`config.mk`:
```
export PLATFORM = sky130hd
export DESIGN_NAME = circle_rasterizer_core
export DESIGN_NICKNAME = d
export VERILOG_FILES = /design/src/design/crc_pkg.sv /design/src/design/crc_step.sv /design/src/design/crc_emit.sv /design/src/design/circle_rasterizer_core.sv
export VERILOG_INCLUDE_DIRS = /design/src /design/src/design
export SDC_FILE = /design/constraint.sdc
export NUM_CORES = 1
export LEC_CHECK = 0
export BUFFER_PORTS_ARGS = -buffer_cell sky130_fd_sc_hd__buf_2
export CAP_MARGIN = 10
export CORE_MARGIN = 2
export CORE_UTILIZATION = 38
export DETAILED_ROUTE_END_ITERATION = 8
export GPL_ROUTABILITY_DRIVEN = 1
export SYNTH_ARGS = -nofsm -noshare
export SYNTH_HDL_FRONTEND = slang
export SYNTH_SLANG_ARGS = --single-unit
```
`constraint.sdc`:
```
create_clock -name clock -period 12.5 [get_ports clock]
set_input_delay 0.625 -clock clock [delete_from_list [all_inputs] [get_ports clock]]
set_output_delay 0.625 -clock clock [all_outputs]
set_load 0.01 [all_outputs]
```
`src/design/circle_rasterizer_core_assert.svh`:
```
// ----------------------------------------------------------------------------
// Circle rasterizer assertion macros
// Shared property shapes for the checks at the end of the top level.
// ----------------------------------------------------------------------------
`ifndef CIRCLE_RASTERIZER_CORE_ASSERT_SVH
`define CIRCLE_RASTERIZER_CORE_ASSERT_SVH

// The consequent must hold in the same cycle as the antecedent.
`define CRC_ASSERT_SAME(lbl, clk, rst, ante, cons, msg) \
   lbl: assert property (@(posedge clk) disable iff (rst) (ante) |-> (cons)) \
      else $error(msg);

// The consequent must hold in the cycle after the antecedent.
`define CRC_ASSERT_NEXT(lbl, clk, rst, ante, cons, msg) \
   lbl: assert property (@(posedge clk) disable iff (rst) (ante) |=> (cons)) \
      else $error(msg);

`endif

```
`src/design/crc_pkg.sv`:
```
// ----------------------------------------------------------------------------
// Circle rasterizer package
// Widths, codes and transfer types shared by the circle rasterizer modules.
// ----------------------------------------------------------------------------
`default_nettype none

package crc_pkg;

   localparam int COORD_W             = 16;
   localparam int RADIUS_W            = 12;
   localparam int DEC_W               = 24;
   localparam int RADIUS_BITS_DEFAULT = 12;
   localparam int CSR_INDEX_W         = 1;
   localparam int POINT_INDEX_W       = 3;

   localparam logic [COORD_W-1:0] DISPLAY_WIDTH_RESET  = 16'd240;
   localparam logic [COORD_W-1:0] DISPLAY_HEIGHT_RESET = 16'd320;

   localparam logic [CSR_INDEX_W-1:0] CSR_DISPLAY_WIDTH  = 1'b0;
   localparam logic [CSR_INDEX_W-1:0] CSR_DISPLAY_HEIGHT = 1'b1;

   localparam logic MODE_START    = 1'b0;
   localparam logic MODE_CONTINUE = 1'b1;

   localparam logic [POINT_INDEX_W-1:0] LAST_POINT = 3'd7;

   typedef struct packed {
      logic                mode;
      logic [COORD_W-1:0]  center_x;
      logic [COORD_W-1:0]  center_y;
      logic [RADIUS_W-1:0] radius;
   } req_type;

   typedef struct packed {
      logic [COORD_W-1:0] point_x;
      logic [COORD_W-1:0] point_y;
      logic               point_valid;
      logic               point_visible;
      logic               last_of_step;
      logic               circle_done;
   } rsp_type;

   typedef struct packed {
      logic               valid;
      logic               done;
      logic [COORD_W-1:0] cx;
      logic [COORD_W-1:0] cy;
      logic [COORD_W-1:0] off_x;
      logic [COORD_W-1:0] off_y;
   } step_type;

endpackage

`default_nettype wire

```
`src/design/crc_step.sv`:
```
// ----------------------------------------------------------------------------
// Circle rasterizer step unit
// Holds the circle state, advances the midpoint decision on each transfer
// and registers the offsets of the current step for the point emitter.
// ----------------------------------------------------------------------------
`default_nettype none

module crc_step #(
   parameter int RADIUS_BITS = crc_pkg::RADIUS_BITS_DEFAULT
) (
   input  wire logic              clock,
   input  wire logic              reset,
   input  wire logic              accept,
   input  wire crc_pkg::req_type  req,
   input  wire logic              pop,
   output crc_pkg::step_type      rec,
   output logic                   rec_valid
);

   localparam int RW = RADIUS_BITS + 1;

   logic [crc_pkg::COORD_W-1:0] cx_ff, cx_in;
   logic [crc_pkg::COORD_W-1:0] cy_ff, cy_in;
   logic [RW-1:0]               x_ff, x_in;
   logic [RW-1:0]               y_ff, y_in;
   logic [crc_pkg::DEC_W-1:0]   d_ff, d_in;
   logic                        active_ff, active_in;
   crc_pkg::step_type           rec_ff, rec_in;
   logic                        rec_valid_ff, rec_valid_in;

   logic [crc_pkg::COORD_W-1:0] rad16;
   logic [RW-1:0]               r;
   logic                        start;
   logic                        live;
   logic [crc_pkg::COORD_W-1:0] cx_cur, cy_cur;
   logic [RW-1:0]               x_cur, y_cur;
   logic [crc_pkg::DEC_W-1:0]   d_cur, x24, y24, d_next;
   logic                        neg;
   logic                        done;
   logic [RW:0]                 x_inc;

   always_comb begin
      rad16  = crc_pkg::COORD_W'(req.radius);
      r      = {1'b0, rad16[RADIUS_BITS-1:0]};
      start  = (req.mode == crc_pkg::MODE_START);
      live   = start || active_ff;
      cx_cur = start ? req.center_x : cx_ff;
      cy_cur = start ? req.center_y : cy_ff;
      x_cur  = start ? '0 : x_ff;
      y_cur  = start ? r : y_ff;
      d_cur  = start ? (crc_pkg::DEC_W'(3) - (crc_pkg::DEC_W'(r) << 1)) : d_ff;
      neg    = d_cur[crc_pkg::DEC_W-1];
      x24    = crc_pkg::DEC_W'(x_cur);
      y24    = crc_pkg::DEC_W'(y_cur);
      x_inc  = {1'b0, x_cur} + (RW+1)'(1);
      if (neg) begin
         d_next = d_cur + (x24 << 2) + crc_pkg::DEC_W'(6);
         done   = (x_cur >= y_cur);
      end else begin
         d_next = d_cur + ((x24 - y24) << 2) + crc_pkg::DEC_W'(10);
         done   = (x_inc >= {1'b0, y_cur});
      end
   end

   always_comb begin
      cx_in        = cx_ff;
      cy_in        = cy_ff;
      x_in         = x_ff;
      y_in         = y_ff;
      d_in         = d_ff;
      active_in    = active_ff;
      rec_in       = rec_ff;
      rec_valid_in = rec_valid_ff && !pop;
      if (accept) begin
         rec_valid_in = 1'b1;
         rec_in.valid = live;
         rec_in.done  = done || !live;
         rec_in.cx    = cx_cur;
         rec_in.cy    = cy_cur;
         rec_in.off_x = crc_pkg::COORD_W'(x_cur);
         rec_in.off_y = crc_pkg::COORD_W'(y_cur);
         if (live) begin
            cx_in     = cx_cur;
            cy_in     = cy_cur;
            d_in      = d_next;
            active_in = !done;
            if (!done) begin
               x_in = x_inc[RW-1:0];
               y_in = neg ? y_cur : (y_cur - RW'(1));
            end
         end
      end
   end

   always_ff @(posedge clock) begin
      if (reset) begin
         cx_ff        <= '0;
         cy_ff        <= '0;
         x_ff         <= '0;
         y_ff         <= '0;
         d_ff         <= '0;
         active_ff    <= 1'b0;
         rec_valid_ff <= 1'b0;
      end else begin
         cx_ff        <= cx_in;
         cy_ff        <= cy_in;
         x_ff         <= x_in;
         y_ff         <= y_in;
         d_ff         <= d_in;
         active_ff    <= active_in;
         rec_valid_ff <= rec_valid_in;
      end
   end

   always_ff @(posedge clock) begin
      rec_ff <= rec_in;
   end

   assign rec       = rec_ff;
   assign rec_valid = rec_valid_ff;

endmodule

`default_nettype wire

```
`src/design/crc_emit.sv`:
```
// ----------------------------------------------------------------------------
// Circle rasterizer point emitter
// Walks the eight symmetric points of a step, flags visibility and drives
// the registered result channel one point per transfer.
// ----------------------------------------------------------------------------
`default_nettype none

module crc_emit (
   input  wire logic                        clock,
   input  wire logic                        reset,
   input  wire crc_pkg::step_type           rec,
   input  wire logic                        rec_valid,
   input  wire logic [crc_pkg::COORD_W-1:0] display_width,
   input  wire logic [crc_pkg::COORD_W-1:0] display_height,
   input  wire logic                        rsp_stall,
   output logic                             pop,
   output logic                             rsp_valid,
   output crc_pkg::rsp_type                 rsp_payload
);

   logic [crc_pkg::POINT_INDEX_W-1:0] idx_ff, idx_in;
   logic                              out_valid_ff, out_valid_in;
   crc_pkg::rsp_type                  out_ff, out_in;

   logic                        load;
   logic                        last;
   logic [crc_pkg::COORD_W-1:0] a, b, px, py;
   crc_pkg::rsp_type            point;

   always_comb begin
      a    = idx_ff[1] ? rec.off_y : rec.off_x;
      b    = idx_ff[1] ? rec.off_x : rec.off_y;
      px   = idx_ff[0] ? (rec.cx - a) : (rec.cx + a);
      py   = idx_ff[2] ? (rec.cy + b) : (rec.cy - b);
      last = !rec.valid || (idx_ff == crc_pkg::LAST_POINT);
      if (rec.valid) begin
         point.point_x       = px;
         point.point_y       = py;
         point.point_valid   = 1'b1;
         point.point_visible = (px < display_width) && (py < display_height);
      end else begin
         point.point_x       = '0;
         point.point_y       = '0;
         point.point_valid   = 1'b0;
         point.point_visible = 1'b0;
      end
      point.last_of_step = last;
      point.circle_done  = rec.done;
   end

   always_comb begin
      load         = rec_valid && (!out_valid_ff || !rsp_stall);
      pop          = load && last;
      idx_in       = idx_ff;
      out_in       = out_ff;
      out_valid_in = out_valid_ff && rsp_stall;
      if (load) begin
         out_in       = point;
         out_valid_in = 1'b1;
         idx_in       = last ? '0 : (idx_ff + crc_pkg::POINT_INDEX_W'(1));
      end
   end

   always_ff @(posedge clock) begin
      if (reset) begin
         idx_ff       <= '0;
         out_valid_ff <= 1'b0;
      end else begin
         idx_ff       <= idx_in;
         out_valid_ff <= out_valid_in;
      end
   end

   always_ff @(posedge clock) begin
      out_ff <= out_in;
   end

   assign rsp_valid   = out_valid_ff;
   assign rsp_payload = out_ff;

endmodule

`default_nettype wire

```
`src/design/circle_rasterizer_core.sv`:
```
// The step of an accepted request is registered in the step buffer, and its
// points then in the result register, one per cycle while rsp_stall is low.
// Each step gives eight points, one for a continue with no circle, a single
// point per transfer; a new request is taken as the step's last point loads.
// Reset: synchronous; no circle active, display 240 by 320.
// ----------------------------------------------------------------------------
// Circle rasterizer core
// Midpoint circle generator: a step unit with one buffered step feeding a
// point emitter, plus the display size registers.
// ----------------------------------------------------------------------------
`default_nettype none

`include "circle_rasterizer_core_assert.svh"

module circle_rasterizer_core #(
   parameter int RADIUS_BITS = crc_pkg::RADIUS_BITS_DEFAULT
) (
   input  wire logic                           clock,
   input  wire logic                           reset,
   input  wire logic                           req_valid,
   output logic                                req_stall,
   input  wire crc_pkg::req_type               req_payload,
   output logic                                rsp_valid,
   input  wire logic                           rsp_stall,
   output crc_pkg::rsp_type                    rsp_payload,
   input  wire logic                           csr_valid,
   output logic                                csr_ready,
   input  wire logic [crc_pkg::CSR_INDEX_W-1:0] csr_index,
   input  wire logic [crc_pkg::COORD_W-1:0]    csr_data
);

   logic [crc_pkg::COORD_W-1:0] width_ff, width_in;
   logic [crc_pkg::COORD_W-1:0] height_ff, height_in;

   logic              accept;
   logic              pop;
   logic              rec_valid;
   crc_pkg::step_type rec;

   assign csr_ready = 1'b1;

   always_comb begin
      width_in  = width_ff;
      height_in = height_ff;
      if (csr_valid && csr_ready) begin
         unique case (csr_index)
            crc_pkg::CSR_DISPLAY_WIDTH:  width_in  = csr_data;
            crc_pkg::CSR_DISPLAY_HEIGHT: height_in = csr_data;
            default: ;
         endcase
      end
   end

   always_ff @(posedge clock) begin
      if (reset) begin
         width_ff  <= crc_pkg::DISPLAY_WIDTH_RESET;
         height_ff <= crc_pkg::DISPLAY_HEIGHT_RESET;
      end else begin
         width_ff  <= width_in;
         height_ff <= height_in;
      end
   end

   assign req_stall = rec_valid && !pop;
   assign accept    = req_valid && !req_stall;

   crc_step #(
      .RADIUS_BITS(RADIUS_BITS)
   ) u_step (
      .clock     (clock),
      .reset     (reset),
      .accept    (accept),
      .req       (req_payload),
      .pop       (pop),
      .rec       (rec),
      .rec_valid (rec_valid)
   );

   crc_emit u_emit (
      .clock          (clock),
      .reset          (reset),
      .rec            (rec),
      .rec_valid      (rec_valid),
      .display_width  (width_ff),
      .display_height (height_ff),
      .rsp_stall      (rsp_stall),
      .pop            (pop),
      .rsp_valid      (rsp_valid),
      .rsp_payload    (rsp_payload)
   );

   `CRC_ASSERT_SAME(a_invalid_point_ends_step, clock, reset,
      rsp_valid && !rsp_payload.point_valid,
      rsp_payload.last_of_step && rsp_payload.circle_done && !rsp_payload.point_visible,
      "invalid point must be the last and final result of its step")

   `CRC_ASSERT_NEXT(a_step_held_until_last, clock, reset,
      rsp_valid && !rsp_stall && !rsp_payload.last_of_step,
      rec_valid || (rsp_valid && rsp_payload.last_of_step),
      "step buffer released before its last point")

   `CRC_ASSERT_SAME(a_stall_when_step_held, clock, reset,
      rec_valid && !pop,
      req_stall,
      "request taken while the step buffer is still occupied")

endmodule

`default_nettype wire

```
==> impl_metrics.json, run 1 <==
{
  "outcome": "finished, final reports clean",
  "dp_cells": 2286,
  "fp.dieH_um": 204,
  "wire_per_inst_um": 17.3,
  "drt-total-wl_um": 40500,
  "overflow": 0,
  "postLayoutCoreUtil_pct": 42.9,
  "place_hpwl_um": 30200,
  "cp_max_fo": 77,
  "ff_latch_area_um2": 5270,
  "vias_per_cell": 5.37,
  "synth_ff_type": "dfxtp_1",
  "postPlaceCellArea_um2": 16100,
  "yosysWarningCount": 0,
  "max-cap-violations": 0,
  "drt_iter0_markers": 663,
  "cts.htree.levels": 1,
  "cts_resized": 0,
  "min_period_ns": 6.87,
  "synth_cell_types": 64,
  "syn_area_per_cell_um2": 8.85,
  "clock_latency_ns": 0.56,
  "core_um2": 39500,
  "dr.pass1.iters": 5,
  "worst_pin_slew_ns": 1.13,
  "row_count": 73,
  "syn_area_um2": 15100,
  "portBuffers": 104,
  "relSlewSlack_pct": 24.7,
  "crit_path_end_kind": "flop",
  "grt_pass1_vias": 11900,
  "min_path_type": "primary input to flop",
  "numClockSinks": 215,
  "cts_buffers": 25,
  "multi_input_area_um2": 9230,
  "ys_ff_latch": 215,
  "dp_worst_setup_slack_ns": 5.08,
  "rsz0062_at_grt": "no",
  "synth_edf_count": 96,
  "areaGrowthSynthToFinish_pct": 12.1,
  "ioPinCount": 106,
  "p_per_area_nw_per_um2": 131,
  "chipWidth_um": 204,
  "hold_violations": 0,
  "irDropWorstVdd_uv": 94.1,
  "cts_root_buf": "clkbuf_16",
  "fin_skew_ns": 0.0107,
  "cts_buffer_depth": 3,
  "tns_ns": 0,
  "setup-violations-final": 0,
  "drive_above_1_share_pct": 11.7,
  "seq_area_frac_synth_pct": 34.8,
  "stdcell_count": 2332,
  "start_util_pct": 38.3,
  "synth_cells": 1711,
  "grt_max_degree": 98,
  "cts_tree": "yes",
  "p_leak_nw": 7.10,
  "route.antenna.remaining_nets": 0,
  "ys_async_sr_fraction_pct": 0,
  "min_period_over_period_pct": 54.9,
  "max_freq_mhz": 146,
  "required_ns": 12.93,
  "nFillCells": 3863,
  "crit_type": "primary input to flop",
  "antenna_found_initial": 0,
  "cts_hold_buf": 0,
  "postCtsSetupBuffers": 0,
  "drc_errors": 0,
  "slew_violations": 0,
  "r2r_setup_slack_ns": 6.18,
  "syn-num-nets": 1946,
  "vias": 12500,
  "grt_pass1_wl_um": 63800,
  "cp-start-kind": "primary input",
  "fin_ws_ns": 5.63,
  "final_cell_area_um2": 17000,
  "routabilityCongestion": 0.914,
  "finalPower_mw": 2.23,
  "nets": 2023,
  "die-area_um2": 41400,
  "holdWs_ns": 0.303,
  "n_antenna_cell": 0,
  "clk_pin_slew_worst_paths_ns": 0.06,
  "arrival_ns": 7.30,
  "grt_usage_pct": 19.3
}
==> path summary, 6_finish.rpt <==
kind	startpoint	endpoint	depth (start not counted)
setup / recovery	req_payload[44]	u_step.d_ff[20]$_SDFFE_PP0P_	23
hold / removal	req_valid	u_step.rec_valid$_SDFF_PP0_	3
setup reg to reg	u_emit.idx_ff[1]$_SDFFE_PP0P_	u_emit.rsp_payload[2]$_SDFFCE_PN0P_	20
hold reg to reg	u_step.rec[64]$_DFFE_PP_	u_emit.rsp_payload[0]$_DFFE_PP_	0
==> sequential cells by signal, indices dropped and copies added, names as in the netlist, 13 cells and up <==
register / flops
height_ff: 16
u_emit.rsp_payload: 36
u_step.rec: 60
u_step.y_ff: 13
u_step.cy_ff: 16
width_ff: 16
u_step.d_ff: 23
u_step.x_ff: 13
u_step.cx_ff: 16
==> area by class of cell <==
class	count	share of cell area [%]
multi-input combinational	1331	54.4
sequential	215	31.0
clock buffer	36	4.34
tap	525	3.87
timing repair buffer	115	3.58
inverter	100	2.21
clock inverter	10	0.568
==> power by group <==
part / leakage [nW] / switching, mW / internal [mW]
sequential: 1.92 / 0.0262 / 0.791
clock: 0.406 / 0.315 / 0.432
combinational: 4.78 / 0.391 / 0.273
total: 7.10 / 0.732 / 1.50
==> critical path, cell delays in order <==
cell and delay (ns):
buf_4 0.33, buf_4 0.81, nor2b_1 0.17, a21o_1 0.27, inv_1 0.14, ha_1 0.26
nor2b_1 0.14, o31ai_1 0.38, a21oi_1 0.20, o41ai_1 0.69, inv_1 0.10, a21oi_1 0.24
o21ai_0 0.14, xor2_1 0.16, ha_1 0.31, ha_1 0.38, a21o_1 0.20, o32ai_1 0.49
nor3_1 0.17, o32a_1 0.40, xor2_1 0.14, a211oi_1 0.06, a2111oi_0 0.39
==> cell families (layout without fill, tap and decap cells) <==
| logic type | count (synthesis) | count (layout) | synth area share, % |
|---|---|---|---|
| buffers and inverters | 165 | 261 | 4.32 |
| other | 1 | 1 | 0.0248 |
| AND/OR/NAND/NOR | 551 | 551 | 17.0 |
| flip-flops | 215 | 215 | 34.8 |
| XOR/XNOR | 119 | 119 | 6.89 |
| adder cells (fa/ha/maj) | 168 | 168 | 14.1 |
| AO/OA/AOI/OAI | 393 | 393 | 16.0 |
| multiplexers | 99 | 99 | 6.84 |
==> cell usage in the layout (no fill, tap or decap), types with 8 or more instances in the layout <==
master,netlist,final
a21oi_1,166,166
buf_2,13,102
a211oi_1,24,24
nor4_1,9,9
nor2_1,140,140
ha_1,163,163
nor2b_1,24,23
nand2b_1,18,18
nor3_1,47,47
mux2i_1,63,63
o21a_1,19,19
clkbuf_16,0,25
o21ai_0,70,70
nand4_1,13,13
a21o_1,24,24
nor3b_1,10,10
nand2_1,196,195
xor2_1,34,34
and2_1,49,48
edfxtp_1,96,96
a31oi_1,11,11
xnor2_1,85,85
dfxtp_1,119,118
nand3_1,17,17
inv_1,100,100
buf_4,1,13
o211ai_1,8,8
and3_1,9,9
mux2_2,36,36
==> Yosys cell counts, types with 4 or more instances <==
cell	instances	area, um^2
nor2b_1	24	150
o21a_1	19	143
a21boi_0	6	45.0
nor3b_1	10	75.1
mux2_2	36	405
inv_1	100	375
ha_1	163	2040
nand3_1	17	85.1
o2111ai_1	4	35.0
edfxtp_1	96	2880
and3_1	9	56.3
dfxtp_1	119	2380
a211o_1	7	61.3
mux2i_1	63	631
nand2_1	196	736
or2_2	7	43.8
nand2b_1	18	113
o31ai_1	7	52.6
o21ai_0	70	350
a31oi_1	11	68.8
fa_1	5	100
clkbuf_1	38	143
buf_2	13	65.1
nand4_1	13	81.3
buf_1	11	41.3
xnor2_1	85	744
or3_1	4	25.0
a311oi_1	5	43.8
a21oi_1	166	831
a2111oi_0	4	35.0
a221oi_1	5	43.8
a21o_1	24	180
o211ai_1	8	60.1
o21bai_1	5	37.5
nor2_1	140	526
xor2_1	34	298
a211oi_1	24	180
and2_1	49	307
nor3_1	47	235
nor4_1	9	56.3
==> per-layer routing <==
metal	track usage, %	part of all wire [%]	routed length (um)	vias to the layer above
met5	0	0	0	-
li1	-	-	-	6235
met2	32.1	46	18500	333
met3	2.62	4.8	1960	80
met1	25.5	45	18300	5883
met4	7.25	4.0	1610	0
No activity file was read; power rests on OpenSTA's default activity.
==> inputs of run 2 (changes only) <==
--- a/config.mk
+++ b/config.mk
@@ -6,6 +6,7 @@
 export SDC_FILE = /design/constraint.sdc
 export NUM_CORES = 1
 export LEC_CHECK = 0
+export ABC_AREA = 1
 export BUFFER_PORTS_ARGS = -buffer_cell sky130_fd_sc_hd__buf_2
 export CAP_MARGIN = 10
 export CORE_MARGIN = 2
==> constraint.sdc (replaced) <==
create_clock -name clock -period 7.1 [get_ports clock]
set_input_delay 0.355 -clock clock [delete_from_list [all_inputs] [get_ports clock]]
set_output_delay 0.355 -clock clock [all_outputs]
set_load 0.01 [all_outputs]
==> run 2 against run 1 <==
Net effect:
- global-route usage increased by 1.1 points
- die area is 2.8% higher
- clock skew grew 0.00055 ns
- setup slack worse by 3.5 ns
- non-clock buffer count did not move
- critical path depth up 3
- combinational power grew to 2.7 times the previous value
- largest power group is now combinational logic
- flip-flop and latch count unchanged
- first-iteration DRC count increased by 42%
- final cell count rose by 17%
==> impl_metrics.json, run 2 <==
{
  "vias": 13900,
  "nets": 2412,
  "chipWidth_um": 206,
  "crit_type": "flop to flop",
  "cts_buffer_depth": 3,
  "worst_pin_slew_ns": 1.09,
  "grt_max_degree": 96,
  "grt_pass1_vias": 13200,
  "fp.dieH_um": 206,
  "row_count": 74,
  "yosysWarningCount": 0,
  "syn_area_um2": 15600,
  "fin_skew_ns": 0.0113,
  "areaGrowthSynthToFinish_pct": 11.8,
  "drive_above_1_share_pct": 8.92,
  "mostFrequentLayoutCell": "nand2_1",
  "crit_path_end_kind": "flop",
  "antenna_found_initial": 0,
  "synthTopCellsByCount": "nand2_1, inv_1, a21oi_1, o21ai_0, nor2_1",
  "met2_usage_pct": 34.3,
  "cts.htree.levels": 1,
  "start_util_pct": 38.3,
  "min_period_ns": 4.94,
  "setup-violations-final": 0,
  "cts_root_buf": "clkbuf_16",
  "ys_ff_latch": 215,
  "dr.pass1.iters": 7,
  "synth_cells": 2103,
  "vias_per_cell": 5.11,
  "synth_edf_count": 96,
  "tns_ns": 0,
  "cts_tree": "yes",
  "drt_iter0_markers": 940,
  "cp_max_fo": 26,
  "ioPinCount": 106,
  "numClockSinks": 215,
  "wire_per_inst_um": 15.9,
  "grt.busiest_layer": "met2",
  "core_um2": 40600,
  "cts_resized": 0,
  "grt_usage_pct": 20.4,
  "yosysTopAreaCell": "edfxtp_1",
  "synth_ff_type": "dfxtp_1",
  "max-cap-violations": 0,
  "irDropWorstVdd_uv": 209,
  "cp-start-kind": "flop",
  "place_hpwl_um": 33300,
  "cts_hold_buf": 0,
  "relSlewSlack_pct": 27.6,
  "syn-num-nets": 2338,
  "routabilityCongestion": 0.890,
  "required_ns": 7.38,
  "arrival_ns": 5.22,
  "p_leak_nw": 8.28,
  "syn_area_per_cell_um2": 7.40,
  "min_path_type": "primary input to flop",
  "min_period_over_period_pct": 69.5,
  "postLayoutCoreUtil_pct": 42.8,
  "yosysMostFrequentCell": "nand2_1",
  "drt-total-wl_um": 43500,
  "seq_area_frac_synth_pct": 33.8,
  "p_per_area_nw_per_um2": 272,
  "clock_latency_ns": 0.57,
  "slew_violations": 0,
  "outcome": "finished, final reports clean",
  "synth_top_area_share_pct": 18.5,
  "portBuffers": 104,
  "grt_pass1_wl_um": 68800,
  "route.antenna.remaining_nets": 0,
  "rsz0062_at_grt": "no",
  "met3_usage_pct": 2.71,
  "largest_reg_flops": 60,
  "ys_async_sr_fraction_pct": 0,
  "yosys-top-cells-area": "edfxtp_1, dfxtp_1, ha_1, nand2_1, a21oi_1",
  "postCtsSetupBuffers": 0,
  "die-area_um2": 42600,
  "n_antenna_cell": 0,
  "max_freq_mhz": 203,
  "final_cell_mix": "nand2_1, inv_1, a21oi_1",
  "cts_buffers": 26,
  "synth_cell_types": 48,
  "clk_pin_slew_worst_paths_ns": 0.06,
  "overflow": 0,
  "hold_violations": 0,
  "drc_errors": 0,
  "grtUsageMet1_pct": 27.2
}
run 2: cell count changes after synthesis, sizes merged, moves of 22 or more:
cell / change
nor2b: -24
inv: +204
o21ai: +136
a21oi: +59
nand2: +194
mux2: -36
and2: -41
nand3: +77
mux2i: -57
xnor2: -71
a21o: -22
nor2: +52
xor2: +38
run 2: layout make-up:
cell class              count  area (um^2)
fillers                  4151        23200
multi-input cells        1515         8810
flip-flops and latches    215         5270
inverters                 304         1140
clock buffers              31          722
well taps                 532          666
repair buffers            115          603
clock inverters            17          203
run 2: per-layer routing:
metal | vias to the layer above | routed length (um)
met1 | 6385 | 20100
met2 | 337 | 19600
li1 | 7134 | -
met3 | 83 | 2410
met4 | 0 | 1350
met5 | - | 0
run 2: cell families (layout without fill, tap and decap cells):
family | after synthesis | after routing | share of synthesized area, %
mux | 6 | 6 | 0.386
other cells | 1 | 1 | 0.0241
xor+xnor | 86 | 86 | 4.84
fa+ha+maj | 168 | 168 | 13.7
compound gates | 486 | 486 | 16.6
buf+inv | 373 | 467 | 9.67
simple gates | 768 | 768 | 20.9
flops | 215 | 215 | 33.8
run 2: final timing paths:
check	startpoint	to	slack, ns	depth (start not counted)
max reg2reg	u_emit.idx_ff[1]$_SDFFE_PP0P_	u_emit.rsp_payload[2]$_SDFFCE_PN0P_	2.16	26
min	csr_data[4]	width_ff[4]$_SDFFE_PP1P_	0.04	3
max	u_emit.idx_ff[1]$_SDFFE_PP0P_	u_emit.rsp_payload[2]$_SDFFCE_PN0P_	2.16	26
min reg2reg	u_step.rec[64]$_DFFE_PP_	u_emit.rsp_payload[0]$_DFFE_PP_	0.43	0
run 2: stage by stage:
stage | instances | setup slack (ns) | hold WS (ns) | total power [mW] | area (um^2)
2_1_floorplan | 2103 | 2.36 | 0.400 | 2.84 | 15600
3_3_place_gp | 2681 | 2.13 | 0.411 | 3.28 | 16500
3_5_place_dp | 2681 | 1.99 | 0.411 | 3.30 | 16500
4_1_cts | 2729 | 2.18 | 0.0290 | 4.76 | 17400
5_1_grt | 2729 | 1.57 | 0.0550 | 5.09 | 17400
6_report | 2729 | 2.16 | 0.0430 | 4.73 | 17400
run 2: power breakdown:
part	total [mW]	internal, mW	switching (mW)
Clock	1.44	0.871	0.569
Sequential	1.48	1.43	0.0450
Combinational	1.82	0.640	1.18
Total	4.73	2.94	1.79
run 2: worst max-delay path, cell delays in order (launching register included):
cell and delay (ns):
dfxtp_1 0.58, buf_4 0.33, inv_2 0.13, o21ai_1 0.33
ha_1 0.24, nand2_1 0.06, nor2_1 0.15, nand3_1 0.12
nor2_1 0.18, nor2_1 0.08, a21oi_1 0.20, nand2_1 0.09
xor2_1 0.16, ha_1 0.38, a21oi_1 0.25, nand3b_1 0.16
nand2_1 0.06, a21oi_1 0.11, nand3_1 0.07, nand2_1 0.13
inv_1 0.06, ha_1 0.29, nand2_1 0.07, nor2_1 0.17
o211ai_1 0.11, nand4_1 0.09, nor2_1 0.04
==> inputs of run 3 (changes only) <==
--- a/config.mk
+++ b/config.mk
@@ -6,7 +6,7 @@
 export SDC_FILE = /design/constraint.sdc
 export NUM_CORES = 1
 export LEC_CHECK = 0
-export ABC_AREA = 1
+export ABC_AREA = 0
 export BUFFER_PORTS_ARGS = -buffer_cell sky130_fd_sc_hd__buf_2
 export CAP_MARGIN = 10
 export CORE_MARGIN = 2
==> constraint.sdc (replaced) <==
create_clock -name clock -period 5.1 [get_ports clock]
set_input_delay 0.255 -clock clock [delete_from_list [all_inputs] [get_ports clock]]
set_output_delay 0.255 -clock clock [all_outputs]
set_load 0.01 [all_outputs]
==> run 3 against run 2 <==
Net effect:
- flip-flop and latch count did not move
- global-route usage decreased by 0.39 points
- first-iteration DRC count down 17%
- setup slack lost 1.8 ns
- largest cell class unchanged
- largest power group is now the clock network
==> impl_metrics.json, run 3 (synthesis results as in run 1) <==
{
  "dr.pass1.iters": 5,
  "fin_skew_ns": 0.0237,
  "n_antenna_cell": 0,
  "min_path_type": "primary input to flop",
  "largest_reg_flops": 60,
  "min_period_ns": 4.78,
  "cts_buffers": 26,
  "routedLengthMet1_um": 19100,
  "met2_length_um": 19900,
  "chipWidth_um": 204,
  "route.antenna.remaining_nets": 0,
  "cts_tree": "yes",
  "cts_buffer_depth": 3,
  "vias": 12800,
  "top_layer": "met4",
  "stdcell_count": 2395,
  "grt_usage_pct": 20.0,
  "grt_max_degree": 67,
  "mostFrequentLayoutCell": "nand2_1",
  "overflow": 0,
  "routabilityCongestion": 0.882,
  "cp_common_cell": "a21oi_1",
  "clock_latency_ns": 0.56,
  "relSlewSlack_pct": 43.7,
  "core_um2": 39500,
  "critPathMaxStageDelay_ns": 0.37,
  "grt_pass1_wl_um": 66200,
  "final_cell_mix": "nand2_1, a21oi_1, ha_1",
  "arrival_ns": 5.17,
  "cp_num_buf_inv": 2,
  "areaGrowthSynthToFinish_pct": 17.1,
  "place_hpwl_um": 31600,
  "p_leak_nw": 7.49,
  "slew_violations": 0,
  "cts_root_buf": "clkbuf_16",
  "start_util_pct": 38.3,
  "max_freq_mhz": 209,
  "dp_cells": 2326,
  "ioPinCount": 106,
  "setup-violations-final": 0,
  "p_per_area_nw_per_um2": 329,
  "min_period_over_period_pct": 93.7,
  "irDropWorstVdd_uv": 234,
  "required_ns": 5.50,
  "cp_max_fo": 6,
  "holdWs_ns": 0.0248,
  "cp_top_family": "compound AO/OA/AOI/OAI gates",
  "grt_pass1_vias": 12500,
  "cp-start-kind": "flop",
  "slowest_stage": "o32a_1",
  "nets": 2085,
  "met3_length_um": 1930,
  "die-area_um2": 41400,
  "portBuffers": 104,
  "postLayoutCoreUtil_pct": 44.8,
  "cts.htree.levels": 1,
  "antenna_found_initial": 0,
  "nFillCells": 3817,
  "drc_errors": 0,
  "row_count": 73,
  "fp.dieH_um": 204,
  "outcome": "finished, final reports clean",
  "drt_iter0_markers": 779,
  "numClockSinks": 215,
  "drt-total-wl_um": 41700,
  "worst_pin_slew_ns": 0.840,
  "drive_above_1_share_pct": 14.3,
  "clk_pin_slew_worst_paths_ns": 0.06,
  "crit_path_end_kind": "flop",
  "finalPower_mw": 5.83,
  "wire_per_inst_um": 17.4,
  "cp_cell_sequence": "a21o_1 > inv_1 > ha_1 > nor2b_1 > o31ai_2 > a21oi_1 > o41ai_2 > inv_1 > a21oi_1 > o21ai_0 > xor2_1 > ha_1 > ha_4 > a21o_1 > nand4b_1 > o32ai_2 > nor3_1 > o32a_1 > a21oi_1 > mux2i_1 > a21oi_1",
  "vias_per_cell": 5.34,
  "max-cap-violations": 0,
  "crit_type": "flop to flop",
  "hold_violations": 0
}
==> run 3: final timing paths <==
path / startpoint / to / slack [ns] / cells after the start
setup / recovery: u_step.y_ff[1]$_SDFFE_PP0P_ / u_step.d_ff[22]$_SDFFE_PP0P_ / 0.32 / 21
hold / removal: req_payload[19] / u_step.rec[39]$_DFFE_PP_ / 0.02 / 2
setup reg to reg: u_step.y_ff[1]$_SDFFE_PP0P_ / u_step.d_ff[22]$_SDFFE_PP0P_ / 0.32 / 21
hold reg to reg: u_step.cx_ff[5]$_SDFFE_PP0P_ / u_step.cx_ff[5]$_SDFFE_PP0P_ / 0.45 / 2
==> run 3: per-layer routing <==
metal	track usage, %	vias up
met3	2.38	58
met5	0	-
met1	26.3	6064
met4	4.22	0
li1	-	6359
met2	35.3	302
==> run 3: final cells by class <==
cell class,count,area [um^2],area share (%)
clock buffer,30,686,3.87
clock inverter,18,300,1.69
inverter,100,375,2.12
multi-input combinational,1331,9290,52.4
sequential,215,5270,29.7
tap,525,657,3.71
timing repair buffer,176,1140,6.44
==> run 3: worst register-to-register path: cells and delay by family, from the launching register on <==
family	cells	cell delay (ns)
compound gates	11	2.33
xor+xnor	1	0.17
fa+ha+maj	3	0.93
buf+inv	2	0.15
flops	1	0.34
mux	1	0.25
simple gates	3	0.45
==> run 3: report_power, final <==
| group | internal (mW) | total, mW | switching [mW] | leakage (nW) |
|---|---|---|---|---|
| combinational | 0.719 | 1.69 | 0.969 | 5.08 |
| sequential | 1.94 | 2.01 | 0.0694 | 1.92 |
| clock | 1.37 | 2.14 | 0.769 | 0.490 |
| total | 4.02 | 5.83 | 1.81 | 7.49 |
==> run 3: timing repair <==
action | CTS | global route
hold buffers | 20 | 0
setup endpoints to repair | 0 | 4
resized for setup | 0 | 8
endpoints found under the hold margin | 36 | 0
buffers inserted | 0 | 1
==> run 3: per-stage QoR <==
step	worst slack (ns)	cell area (um^2)	setup TNS (ns)
after floorplan	0.0300	15200	0
after global placement	0.230	16500	0
after global routing	-0.0861	17700	-0.121
after CTS	0.254	17700	0
after detailed placement	0.0825	16500	0
final	0.324	17700	0
